==> src/rtl/core/dtt_pkg.sv <==
`timescale 1ns / 1ps
// ----------------------------------------------------------------------------
// dtt_pkg
// Types, codes and constants shared by the deadline task timer modules.
// ----------------------------------------------------------------------------
package dtt_pkg;

  localparam int unsigned MAX_TASKS_DEF = 32;
  localparam int unsigned ID_MAX_SLOTS  = 32;
  localparam int unsigned TimeW         = 48;
  localparam int unsigned IdW           = 5;
  localparam int unsigned DurW          = 20;

  localparam logic [1:0] OP_ADD  = 2'd0;
  localparam logic [1:0] OP_DEL  = 2'd1;
  localparam logic [1:0] OP_TICK = 2'd2;
  localparam logic [1:0] OP_NOP  = 2'd3;

  typedef enum logic [2:0] {
    KIND_ADDED    = 3'd0,
    KIND_DUP      = 3'd1,
    KIND_DELETED  = 3'd2,
    KIND_NOTFOUND = 3'd3,
    KIND_EXPIRED  = 3'd4,
    KIND_NOTHING  = 3'd5
  } kind_e;

  typedef enum logic {
    ALU_ADD,
    ALU_SUB
  } alu_op_e;

  typedef struct packed {
    logic [1:0]      opcode;
    logic [IdW-1:0]  task_id;
    logic [DurW-1:0] duration;
  } in_beat_t;

  typedef struct packed {
    logic [2:0]     kind;
    logic [IdW-1:0] task_id_res;
    logic           last;
  } out_beat_t;

  typedef struct packed {
    alu_op_e          op;
    logic [TimeW-1:0] a;
    logic [TimeW-1:0] b;
  } alu_req_t;

  typedef struct packed {
    logic [TimeW-1:0] sum;
    logic             lt;
    logic             eq;
  } alu_rsp_t;

endpackage

==> src/rtl/core/dtt_ram.sv <==
`timescale 1ns / 1ps
// ----------------------------------------------------------------------------
// dtt_ram
// Generic single-write, single-read RAM with a registered read port.
// ----------------------------------------------------------------------------
module dtt_ram #(
  parameter int unsigned WIDTH = 8,
  parameter int unsigned DEPTH = 2
) (
  input  logic                     clk,
  input  logic                     we,
  input  logic [$clog2(DEPTH)-1:0] waddr,
  input  logic [WIDTH-1:0]         wdata,
  input  logic [$clog2(DEPTH)-1:0] raddr,
  output logic [WIDTH-1:0]         rdata
);

  logic [WIDTH-1:0] mem [DEPTH];

  always_ff @(posedge clk) begin
    if (we) begin
      mem[waddr] <= wdata;
    end
    rdata <= mem[raddr];
  end

endmodule

==> src/rtl/core/dtt_alu.sv <==
`timescale 1ns / 1ps
// ----------------------------------------------------------------------------
// dtt_alu
// Shared 48-bit adder: saturating add, or subtract used as a compare.
// ----------------------------------------------------------------------------
module dtt_alu (
  input  dtt_pkg::alu_req_t req,
  output dtt_pkg::alu_rsp_t rsp
);

  logic [dtt_pkg::TimeW-1:0] b_op;
  logic                      cin;
  logic [dtt_pkg::TimeW:0]   raw;

  always_comb begin
    b_op = (req.op == dtt_pkg::ALU_SUB) ? ~req.b : req.b;
    cin  = (req.op == dtt_pkg::ALU_SUB);
    raw  = {1'b0, req.a} + {1'b0, b_op} + {{dtt_pkg::TimeW{1'b0}}, cin};
    // On an add a carry out means overflow, so the sum pins at all ones.
    // On a subtract a missing carry out means a borrow, that is a < b.
    rsp.sum = raw[dtt_pkg::TimeW] ? {dtt_pkg::TimeW{1'b1}} : raw[dtt_pkg::TimeW-1:0];
    rsp.lt  = ~raw[dtt_pkg::TimeW];
    rsp.eq  = (raw[dtt_pkg::TimeW-1:0] == '0);
  end

endmodule

==> src/rtl/core/deadline_task_timer.sv <==
`timescale 1ns / 1ps
// ----------------------------------------------------------------------------
// deadline_task_timer
// Table of timed tasks with absolute deadlines, expired on one-second ticks.
// ----------------------------------------------------------------------------
// The block takes one item at a time and holds in_stall high until its last
// result beat is in the output register. An add or a delete passes through
// S_EXEC. A tick passes through S_TICK, then S_SCAN and S_PICK once for
// each task that expires and once more to end. The table has MAX_TASKS task
// slots, at most 32, and every expired task costs one full pass over the
// deadline RAM, which has a single read port, and every deadline goes
// through the one shared 48-bit adder that also does the compare. Results
// come out in deadline order, ties going to the lower id; an empty tick
// gives one "nothing" beat. Deadlines and the current time saturate at
// 2^48-1. Stalls on the output side hold the block in S_EXEC or S_PICK.
module deadline_task_timer #(
  parameter int unsigned MAX_TASKS = dtt_pkg::MAX_TASKS_DEF
) (
  input  logic               clk,
  input  logic               rst,
  input  logic               in_valid,
  output logic               in_stall,
  input  dtt_pkg::in_beat_t  in_data,
  output logic               out_valid,
  input  logic               out_stall,
  output dtt_pkg::out_beat_t out_data
);

  localparam int unsigned NumSlots = (MAX_TASKS < dtt_pkg::ID_MAX_SLOTS) ?
                                     MAX_TASKS : dtt_pkg::ID_MAX_SLOTS;
  localparam int unsigned IdxW     = $clog2(NumSlots);
  localparam int unsigned CntW     = IdxW + 1;
  localparam logic [CntW-1:0] SlotCnt = CntW'(NumSlots);

  typedef enum logic [2:0] {
    S_IDLE,
    S_EXEC,
    S_TICK,
    S_SCAN,
    S_PICK
  } state_t;

  state_t                    state;
  dtt_pkg::in_beat_t         item;
  logic [NumSlots-1:0]       active;
  logic [dtt_pkg::TimeW-1:0] now;
  logic [CntW-1:0]           idx;
  logic                      pend;
  logic [IdxW-1:0]           pend_idx;
  logic                      found;
  logic [IdxW-1:0]           best_id;
  logic [dtt_pkg::TimeW-1:0] best_dl;
  logic                      held;
  logic [IdxW-1:0]           held_id;

  dtt_pkg::alu_req_t         alu_req;
  dtt_pkg::alu_rsp_t         alu_rsp;
  logic                      ram_we;
  logic [IdxW-1:0]           ram_raddr;
  logic [dtt_pkg::TimeW-1:0] ram_rdata;

  logic                      out_free;
  logic                      in_table;
  logic [IdxW-1:0]           slot;
  logic                      slot_active;
  logic                      add_ok;
  logic                      del_ok;
  logic                      take;
  logic                      pick_out;

  dtt_ram #(
    .WIDTH(dtt_pkg::TimeW),
    .DEPTH(NumSlots)
  ) u_deadline_ram (
    .clk  (clk),
    .we   (ram_we),
    .waddr(slot),
    .wdata(alu_rsp.sum),
    .raddr(ram_raddr),
    .rdata(ram_rdata)
  );

  dtt_alu u_alu (
    .req(alu_req),
    .rsp(alu_rsp)
  );

  always_comb begin
    out_free    = !out_valid || !out_stall;
    in_stall    = (state != S_IDLE);
    in_table    = ({1'b0, item.task_id} < 6'(NumSlots));
    slot        = item.task_id[IdxW-1:0];
    slot_active = in_table && active[slot];
    add_ok      = (item.opcode == dtt_pkg::OP_ADD) && in_table && !slot_active;
    del_ok      = (item.opcode == dtt_pkg::OP_DEL) && slot_active;
    ram_we      = (state == S_EXEC) && out_free && add_ok;
    ram_raddr   = (idx < SlotCnt) ? idx[IdxW-1:0] : '0;

    case (state)
      S_EXEC: begin
        alu_req.op = dtt_pkg::ALU_ADD;
        alu_req.a  = now;
        alu_req.b  = dtt_pkg::TimeW'(item.duration);
      end
      S_TICK: begin
        alu_req.op = dtt_pkg::ALU_ADD;
        alu_req.a  = now;
        alu_req.b  = dtt_pkg::TimeW'(1);
      end
      default: begin
        // Until a candidate is found, the bound is the current time itself
        // and equality counts; afterwards only a strictly earlier deadline
        // wins, which keeps the lower id on a tie.
        alu_req.op = dtt_pkg::ALU_SUB;
        alu_req.a  = ram_rdata;
        alu_req.b  = found ? best_dl : now;
      end
    endcase

    take     = pend && active[pend_idx] && (alu_rsp.lt || (!found && alu_rsp.eq));
    pick_out = !(found && !held);
  end

  always_ff @(posedge clk) begin
    if (rst) begin
      state     <= S_IDLE;
      out_valid <= 1'b0;
      active    <= '0;
      now       <= '0;
      pend      <= 1'b0;
      found     <= 1'b0;
      held      <= 1'b0;
      idx       <= '0;
    end else begin
      if (out_valid && !out_stall) begin
        out_valid <= 1'b0;
      end

      case (state)
        S_IDLE: begin
          if (in_valid) begin
            item <= in_data;
            case (in_data.opcode)
              dtt_pkg::OP_ADD, dtt_pkg::OP_DEL: state <= S_EXEC;
              dtt_pkg::OP_TICK:                 state <= S_TICK;
              default:                          state <= S_IDLE;
            endcase
          end
        end

        S_EXEC: begin
          if (out_free) begin
            out_valid            <= 1'b1;
            out_data.task_id_res <= item.task_id;
            out_data.last        <= 1'b1;
            if (item.opcode == dtt_pkg::OP_ADD) begin
              out_data.kind <= add_ok ? dtt_pkg::KIND_ADDED : dtt_pkg::KIND_DUP;
            end else begin
              out_data.kind <= del_ok ? dtt_pkg::KIND_DELETED : dtt_pkg::KIND_NOTFOUND;
            end
            if (add_ok) begin
              active[slot] <= 1'b1;
            end
            if (del_ok) begin
              active[slot] <= 1'b0;
            end
            state <= S_IDLE;
          end
        end

        S_TICK: begin
          now   <= alu_rsp.sum;
          idx   <= '0;
          pend  <= 1'b0;
          found <= 1'b0;
          held  <= 1'b0;
          state <= S_SCAN;
        end

        S_SCAN: begin
          if (take) begin
            found   <= 1'b1;
            best_id <= pend_idx;
            best_dl <= ram_rdata;
          end
          if (idx < SlotCnt) begin
            pend     <= 1'b1;
            pend_idx <= idx[IdxW-1:0];
            idx      <= idx + CntW'(1);
          end else begin
            pend <= 1'b0;
            if (!pend) begin
              state <= S_PICK;
            end
          end
        end

        S_PICK: begin
          // A found task is held back one pass, so that its last flag is
          // known when it is sent.
          if (!pick_out || out_free) begin
            if (pick_out) begin
              out_valid <= 1'b1;
              if (held) begin
                out_data.kind        <= dtt_pkg::KIND_EXPIRED;
                out_data.task_id_res <= dtt_pkg::IdW'(held_id);
                out_data.last        <= !found;
              end else begin
                out_data.kind        <= dtt_pkg::KIND_NOTHING;
                out_data.task_id_res <= '0;
                out_data.last        <= 1'b1;
              end
            end
            if (found) begin
              active[best_id] <= 1'b0;
              held            <= 1'b1;
              held_id         <= best_id;
              idx             <= '0;
              pend            <= 1'b0;
              found           <= 1'b0;
              state           <= S_SCAN;
            end else begin
              held  <= 1'b0;
              state <= S_IDLE;
            end
          end
        end

        default: begin
          state <= S_IDLE;
        end
      endcase
    end
  end

endmodule

==> config.mk <==
export PLATFORM = sky130hd
export DESIGN_NAME = deadline_task_timer
export DESIGN_NICKNAME = d
export VERILOG_FILES = /design/src/rtl/core/dtt_pkg.sv /design/src/rtl/core/dtt_ram.sv /design/src/rtl/core/dtt_alu.sv /design/src/rtl/core/deadline_task_timer.sv
export SDC_FILE = /design/constraint.sdc
export NUM_CORES = 2
export LEC_CHECK = 0
export CAP_MARGIN = 20
export CORE_ASPECT_RATIO = 1.75
export CORE_UTILIZATION = 45
export DETAILED_ROUTE_END_ITERATION = 10
export DONT_BUFFER_PORTS = 1
export GPL_TIMING_DRIVEN = 1
export MAX_ROUTING_LAYER = met4
export PLACE_DENSITY = 0.69
export SLEW_MARGIN = 20
export SYNTH_ARGS = -nofsm -noshare
export SYNTH_HDL_FRONTEND = slang
export SYNTH_SLANG_ARGS = --single-unit
==> constraint.sdc <==
create_clock -name clk -period 14.5 [get_ports clk]
set_input_delay 0 -clock clk [delete_from_list [all_inputs] [get_ports clk]]
set_output_delay 0 -clock clk [all_outputs]
set_load 0.1 [all_outputs]
# Word-level counts from Yosys, hierarchy flattened
# Memory sizes are Yosys's and may differ from the RTL's. A register that Yosys moved wholly into a read port is not among the register bits.
# Cells that the tools add are included.
# Widths: inputs -> output; s select.
# totals
reg_bits,192
word_cells,150
memories,1
out_inout_bits,11
mem_bits_rw,1536
in_bits,31
# classes
muxes,59
eq_ne,16
magnitude_cmp,6
reduce_logical,39
bitwise_logic,8
n_addsub,3
# mem_list
name,words,word_bits,read_ports,rd_clocked_by_memory_dff,write_ports,line_no,rtl
u_deadline_ram.mem,32,48,1,1,1,dtt_ram.sv:18,logic [WIDTH-1:0] mem [DEPTH];
# ops
op,count
$mux 32,8
$pmux 97 s2,1
$mux 48,3
$and 32x32->32,2
$not 32->32,2
$pmux 32 s2,1
$add 48x48->49,1
$add 49x1->49,1
$logic_not 48->1,1
$not 48->48,1
$or 32x32->32,1
$mux 9,3
$mux 1,19
$lt 5x6->1 const B,3
$mux 6,3
$ne 2x2->1 const B,9
$pmux 6 s3,1
$pmux 9 s2,1
$mux 3,5
$pmux 3 s5,1
$reduce_and 3->1,5
$reduce_and 4->1,3
$logic_and 1x1->1,11
$bmux 1 s5,2
25 further kinds,43

# Depth between registers and ports, before layout
# logic_depth
depth_word,13
mapped_depth,22
ltp_nobuf,16

# Modules after synthesis
# A second synthesis with hierarchy kept.
# hier_totals
hier_cells,4977
hier_area_um2,74121.1
# by_module_without_submodules
mod,cells_per_inst,area_each_um2,instances,seq_area_each_um2
dtt_ram,3364,60724.5,1,47085.2
deadline_task_timer,1105,9815.7,1,4834.6
dtt_alu,508,3580.9,1,0.0

# Worst setup path after synthesis
# OpenSTA, ideal clock, no wires.
# synth_timing
path_kind,register to register
startpoint,register state[0]
endpoint,register best_dl[0] (netlist name) (enable)
t_arrival_ps,5882
setup_ps,413
n_path_buf,4
period_less_slack_ps,6295
stages_incl_launch_ff,21
required_time_ps,14087
path_slack_ps,8205
cell_sequence,dfxtp_1 -> clkbuf_1 -> inv_1 -> nor3_1 -> nor2_1 -> clkbuf_1 -> clkbuf_1 -> nand2_1 -> nand2_1 -> ha_1 -> clkbuf_1 -> a21oi_1 -> o21bai_1 -> a211oi_4 -> xnor2_1 -> or4_4 -> nor4b_2 -> nand4_1 -> or4_1 -> nor4_1 -> a41o_1
# synth_via
elab_chain_len,11
word_cells_on_any_way,14
cone_classes,add/sub: 2; eq/ne: 3; mux: 2; bitwise: 2; reduce/logical: 5
# synth_lines
item,line_no,rtl
"start, declared",deadline_task_timer.sv:43,state_t state;
"start signal, assigned",deadline_task_timer.sv:126,state <= S_IDLE;
"start signal, assigned",deadline_task_timer.sv:144,"dtt_pkg::OP_ADD, dtt_pkg::OP_DEL: state <= S_EXEC;"
"start signal, assigned",deadline_task_timer.sv:145,dtt_pkg::OP_TICK: state <= S_TICK;
$eq 3x2->1 or $eq 3x1->1 (tied branches),deadline_task_timer.sv:99,case (state)
$pmux 97 s2,deadline_task_timer.sv:99,
$not 48->48,dtt_alu.sv:16,b_op = (req.op == dtt_pkg::ALU_SUB) ? ~req.b : req.b;
$mux 48,dtt_alu.sv:16,
$add 48x48->49,dtt_alu.sv:18,"raw = {1'b0, req.a} + {1'b0, b_op} + {{dtt_pkg::TimeW{1'b0}}, cin};"
$add 49x1->49,dtt_alu.sv:18,
$logic_not 48->1,dtt_alu.sv:23,rsp.eq = (raw[dtt_pkg::TimeW-1:0] == '0);
$logic_and 1x1->1,deadline_task_timer.sv:120,take = pend && active[pend_idx] && (alu_rsp.lt || (!found && alu_rsp.eq));
$logic_or 1x1->1,deadline_task_timer.sv:120,
$logic_and 1x1->1,deadline_task_timer.sv:120,
$reduce_and 3->1 (no source line) *,n/a,
"end signal, assigned",deadline_task_timer.sv:184,best_dl <= ram_rdata;
"end, declared",deadline_task_timer.sv:52,logic [dtt_pkg::TimeW-1:0] best_dl;
# Mark *: on every way between the ends. The rest lies on a longest branch, timed or not.
# A chain may end at the register's enable or synchronous reset.

# Worst setup path after layout
# layout_timing
startpoint,register state[1]
endpoint,register best_dl[8] (netlist name) (enable)
# Same word-level chain as after synthesis.

==> results.toml <==
[grt]
grt_pass1_vias = 41800
grt_max_degree = 98
grt_overflow = 0
antenna_found_initial = 2
grt_pass1_wl_um = 298700
grtUsageTotal_pct = 26.18

[synthesis]
avgSynthCellArea_um2 = 16.90
synth_nets = 4423
synth-edff-count = 1635
yosysSeqAreaShare_pct = 70.72
yosysUniqueCellTypes = 83
synth_flop_cell = "edfxtp_1"
yosys_warnings = 0
ys_async_sr_fraction_pct = 0
syn_inst = 4343
syn-cell-area_mm2 = 0.07342
ys_ff_latch = 1776

[sta]
setup_viol = 0
setup_tns_ns = 0
final.min_clock_period_ns = 8.236
timing.final.hold_violations = 0
worst_pin_slew_ns = 1.173
fin_crit_sh_pct = 56.80
fmax_mhz = 121.4
skew_ns = 0.05881
grt_setup_unrepaired = "no"
final_max_slew_viol_count = 0
slew_headroom_pct = 21.25

[floorplan]
die_x_um = 307.3
die_area_mm2 = 0.1648
io_pins = 42
fp-row-count = 195
core_area_mm2 = 0.1615
initial_core_util_pct = 45.45
die_h_um = 536.3

[final_layout]
nFillCells = 13140
final_area_mm2 = 0.08144
syn2layout_area_growth_pct = 10.93
nNetsFinal = 4455
drive_above_1_share_pct = 16.25

[critical_path]
cp-start-kind = "flip-flop"
rr_startpoint = "state[1]"
worstPathRequired_ns = 14.92
worstSetupEndpointType = "flip-flop"
cp_max_fo = 42
worstRegToRegCells = 16
critPathSlowestCell = "or3b_1"
crit_chain = "or3b_1 -> nand2_2 -> buf_4 -> a211oi_1 -> ha_1 -> nand4_1 -> nor2_1 -> nand3_1 -> o311ai_0 -> a221oi_1 -> and2_1 -> or3_1 -> or4_1 -> nor4_1 -> a41o_2 -> buf_4"
critPathKind = "flip-flop to flip-flop"
critPathMaxStageDelay_ns = 0.81
worst_r2r_endpoint = "best_dl[8]"
r2r_slack_ns = 6.26
cp.arrival_ns = 8.66
crit_top_cell = "buf_4"

[clock_network]
numCtsBuffers = 157
cts_root_buf = "clkbuf_16"
cts_tree = "yes"
cts_sinks = 1776
cts.clk_slew.worst_paths_ns = 0.07
clockBufferDepth = 4
post_cts_resize_count = 0
clk_latency_ns = 0.81
htreeDepth = 4

[outcome]
status = "completed"

[detailed_routing]
vias = 41940
drc = 0
postRouteWirelength_um = 210300
wl_per_cell_um = 31.58
drt_pass1_iterations = 8
viasPerCell = 6.297
antenna_left = 0
drt_iter0_drc = 4783

[job]
cap_violations = 0

[placement]
port_buffers = 0
placed_cell_area_mm2 = 0.07598
gp_congestion = 1.063
dpl.hpwl_um = 122300

[worst_hold_path]
worstHoldStart = "in_valid"
hold_path_depth = 3
min_to = "state[0]"
hold_path.class = "input pin to flip-flop"

[power_and_ir_drop]
leakage_nw = 25.26
peakVddDrop_uv = 94.16
powerDensity_mw_per_mm2 = 155.3
layout by cell type (no fill, tap or decap), types with 11 or more instances in the layout:
cell type,Yosys,layout
nand2b_1,23,15
clkbuf_1,224,39
o21ai_1,11,11
or3_1,16,16
dlygate4sd3_1,0,59
o21ai_0,40,37
a22o_1,20,20
o211ai_1,20,20
xnor2_1,13,13
a211oi_1,44,44
clkinv_2,0,23
inv_1,45,13
o22ai_1,194,194
nand4_1,22,22
mux2i_1,412,412
o31ai_1,39,39
dfxtp_1,141,138
mux2_2,51,51
o21a_1,12,12
nand3_1,18,18
a21o_1,24,24
a311oi_1,38,37
inv_4,0,32
mux4_2,304,304
a21oi_1,170,169
nor2_1,141,139
nand2_1,310,309
clkinv_1,0,29
edfxtp_1,1635,1635
clkbuf_16,0,159
xor2_1,20,20
nor2b_1,39,37
nor3_1,57,55
buf_4,1,93
ha_1,48,48
synthesized netlist by cell type, types with 8 or more instances:
library cell / number / share of area [%]
edfxtp_1: 1635 / 67
mux2i_1: 412 / 5.6
nand2_1: 310 / 1.6
mux4_2: 304 / 9.3
clkbuf_1: 224 / 1.1
o22ai_1: 194 / 1.7
a21oi_1: 170 / 1.2
dfxtp_1: 141 / 3.8
nor2_1: 141 / 0.72
nor3_1: 57 / 0.39
buf_1: 51 / 0.26
mux2_2: 51 / 0.78
ha_1: 48 / 0.82
inv_1: 45 / 0.23
a211oi_1: 44 / 0.45
o21ai_0: 40 / 0.27
nor2b_1: 39 / 0.33
o31ai_1: 39 / 0.40
a311oi_1: 38 / 0.45
a21o_1: 24 / 0.25
nand2b_1: 23 / 0.20
nand4_1: 22 / 0.19
a22o_1: 20 / 0.24
o211ai_1: 20 / 0.20
xor2_1: 20 / 0.24
nand3_1: 18 / 0.12
or3_1: 16 / 0.14
xnor2_1: 13 / 0.16
o21a_1: 12 / 0.12
nor3b_1: 11 / 0.11
o21ai_1: 11 / 0.075
and3_1: 10 / 0.085
nor4_1: 10 / 0.085
and2_1: 9 / 0.077
buf_2: 8 / 0.055
cell type report:
cell class | count | area, µm² | area share (%)
Sequential cell | 1776 | 51930 | 63.76
Tap cell | 2167 | 2711 | 3.329
Clock buffer | 207 | 4249 | 5.217
Clock inverter | 69 | 533.0 | 0.6545
Antenna cell | 1 | 2.502 | 0.003073
Multi-Input combinational cell | 2238 | 20380 | 25.03
Inverter | 45 | 249.0 | 0.3057
Timing Repair Buffer | 157 | 1381 | 1.696
per-stage QoR:
step / worst slack (ns) / utilization, % / total power, mW / std cells / hold WS (ns)
after CTS: 6.395 / 50.38 / 12.63 / 6656 / 0.03768
final: 6.264 / 50.42 / 12.65 / 6660 / 0.05811
after detailed placement: 6.430 / 47.04 / 8.703 / 6320 / 0.08608
after global routing: 5.886 / 50.42 / 13.02 / 6660 / 0.06842
after floorplan: 8.205 / - / 7.882 / 4343 / 0.09887
after global placement: 6.560 / 47.03 / 8.641 / 6320 / 0.08452
timing repair:
item | CTS | global route
setup buffers | 0 | 0
hold endpoints to repair | 166 | 0
hold buffers | 60 | 0
setup endpoints to repair | 0 | 0
sequential cells by signal (all words and copies together) (netlist names), 6 cells and up:
signal                cells
out_data                  9
now                      48
idx                       6
u_deadline_ram.rdata     48
u_deadline_ram.mem     1536
active                   32
best_dl                  48
item                     22
critical path: cells and delay by family, from the launching register on:
kind                     cells  cell delay (ns)
flip-flops                   1             0.71
AO/OA/AOI/OAI                4             1.50
AND/OR/NAND/NOR              9             3.92
buffers and inverters        2             1.08
adder cells (fa/ha/maj)      1             0.57
worst max path at each step:
stage          slack, ns      from  cells past startpoint          to
6_report            6.26  state[1]                     16  best_dl[8]
3_3_place_gp        6.56  state[1]                     20  best_dl[8]
4_1_cts             6.40  state[1]                     16  best_dl[7]
5_1_grt             5.89  state[1]                     16  best_dl[8]
3_5_place_dp        6.43  state[1]                     16  best_dl[8]
2_1_floorplan       8.21  state[0]                     20  best_dl[0]
where the power goes:
part	internal, mW	switching, mW	leakage (nW)	total [mW]
combinational	0.455	1.65	7.26	2.10
clock	2.19	1.80	2.34	4.00
sequential	6.51	0.0375	15.7	6.55
total	9.16	3.49	25.3	12.6
metal layers:
layer  share of wire [%]  global-route usage (%)  vias to the layer above
met5                   0                       -                        -
met2                  53                   45.81                     2101
met1                  35                   30.08                    21810
li1                    -                       -                    17510
met4                 5.2                   12.16                        0
met3                 6.7                   2.871                      517
cells by family after synthesis:
family                     Yosys count  share of synthesized area [%]
muxes                              767                          15.73
adders and majority gates           49                         0.8453
and+or+nand+nor                    705                          4.475
DFF                               1776                          70.72
buffers and inverters              329                          1.701
xor gates and xnor gates            33                         0.3937
AOI/OAI and AO/OA                  684                          6.140
No activity file was read; power rests on OpenSTA's default activity.
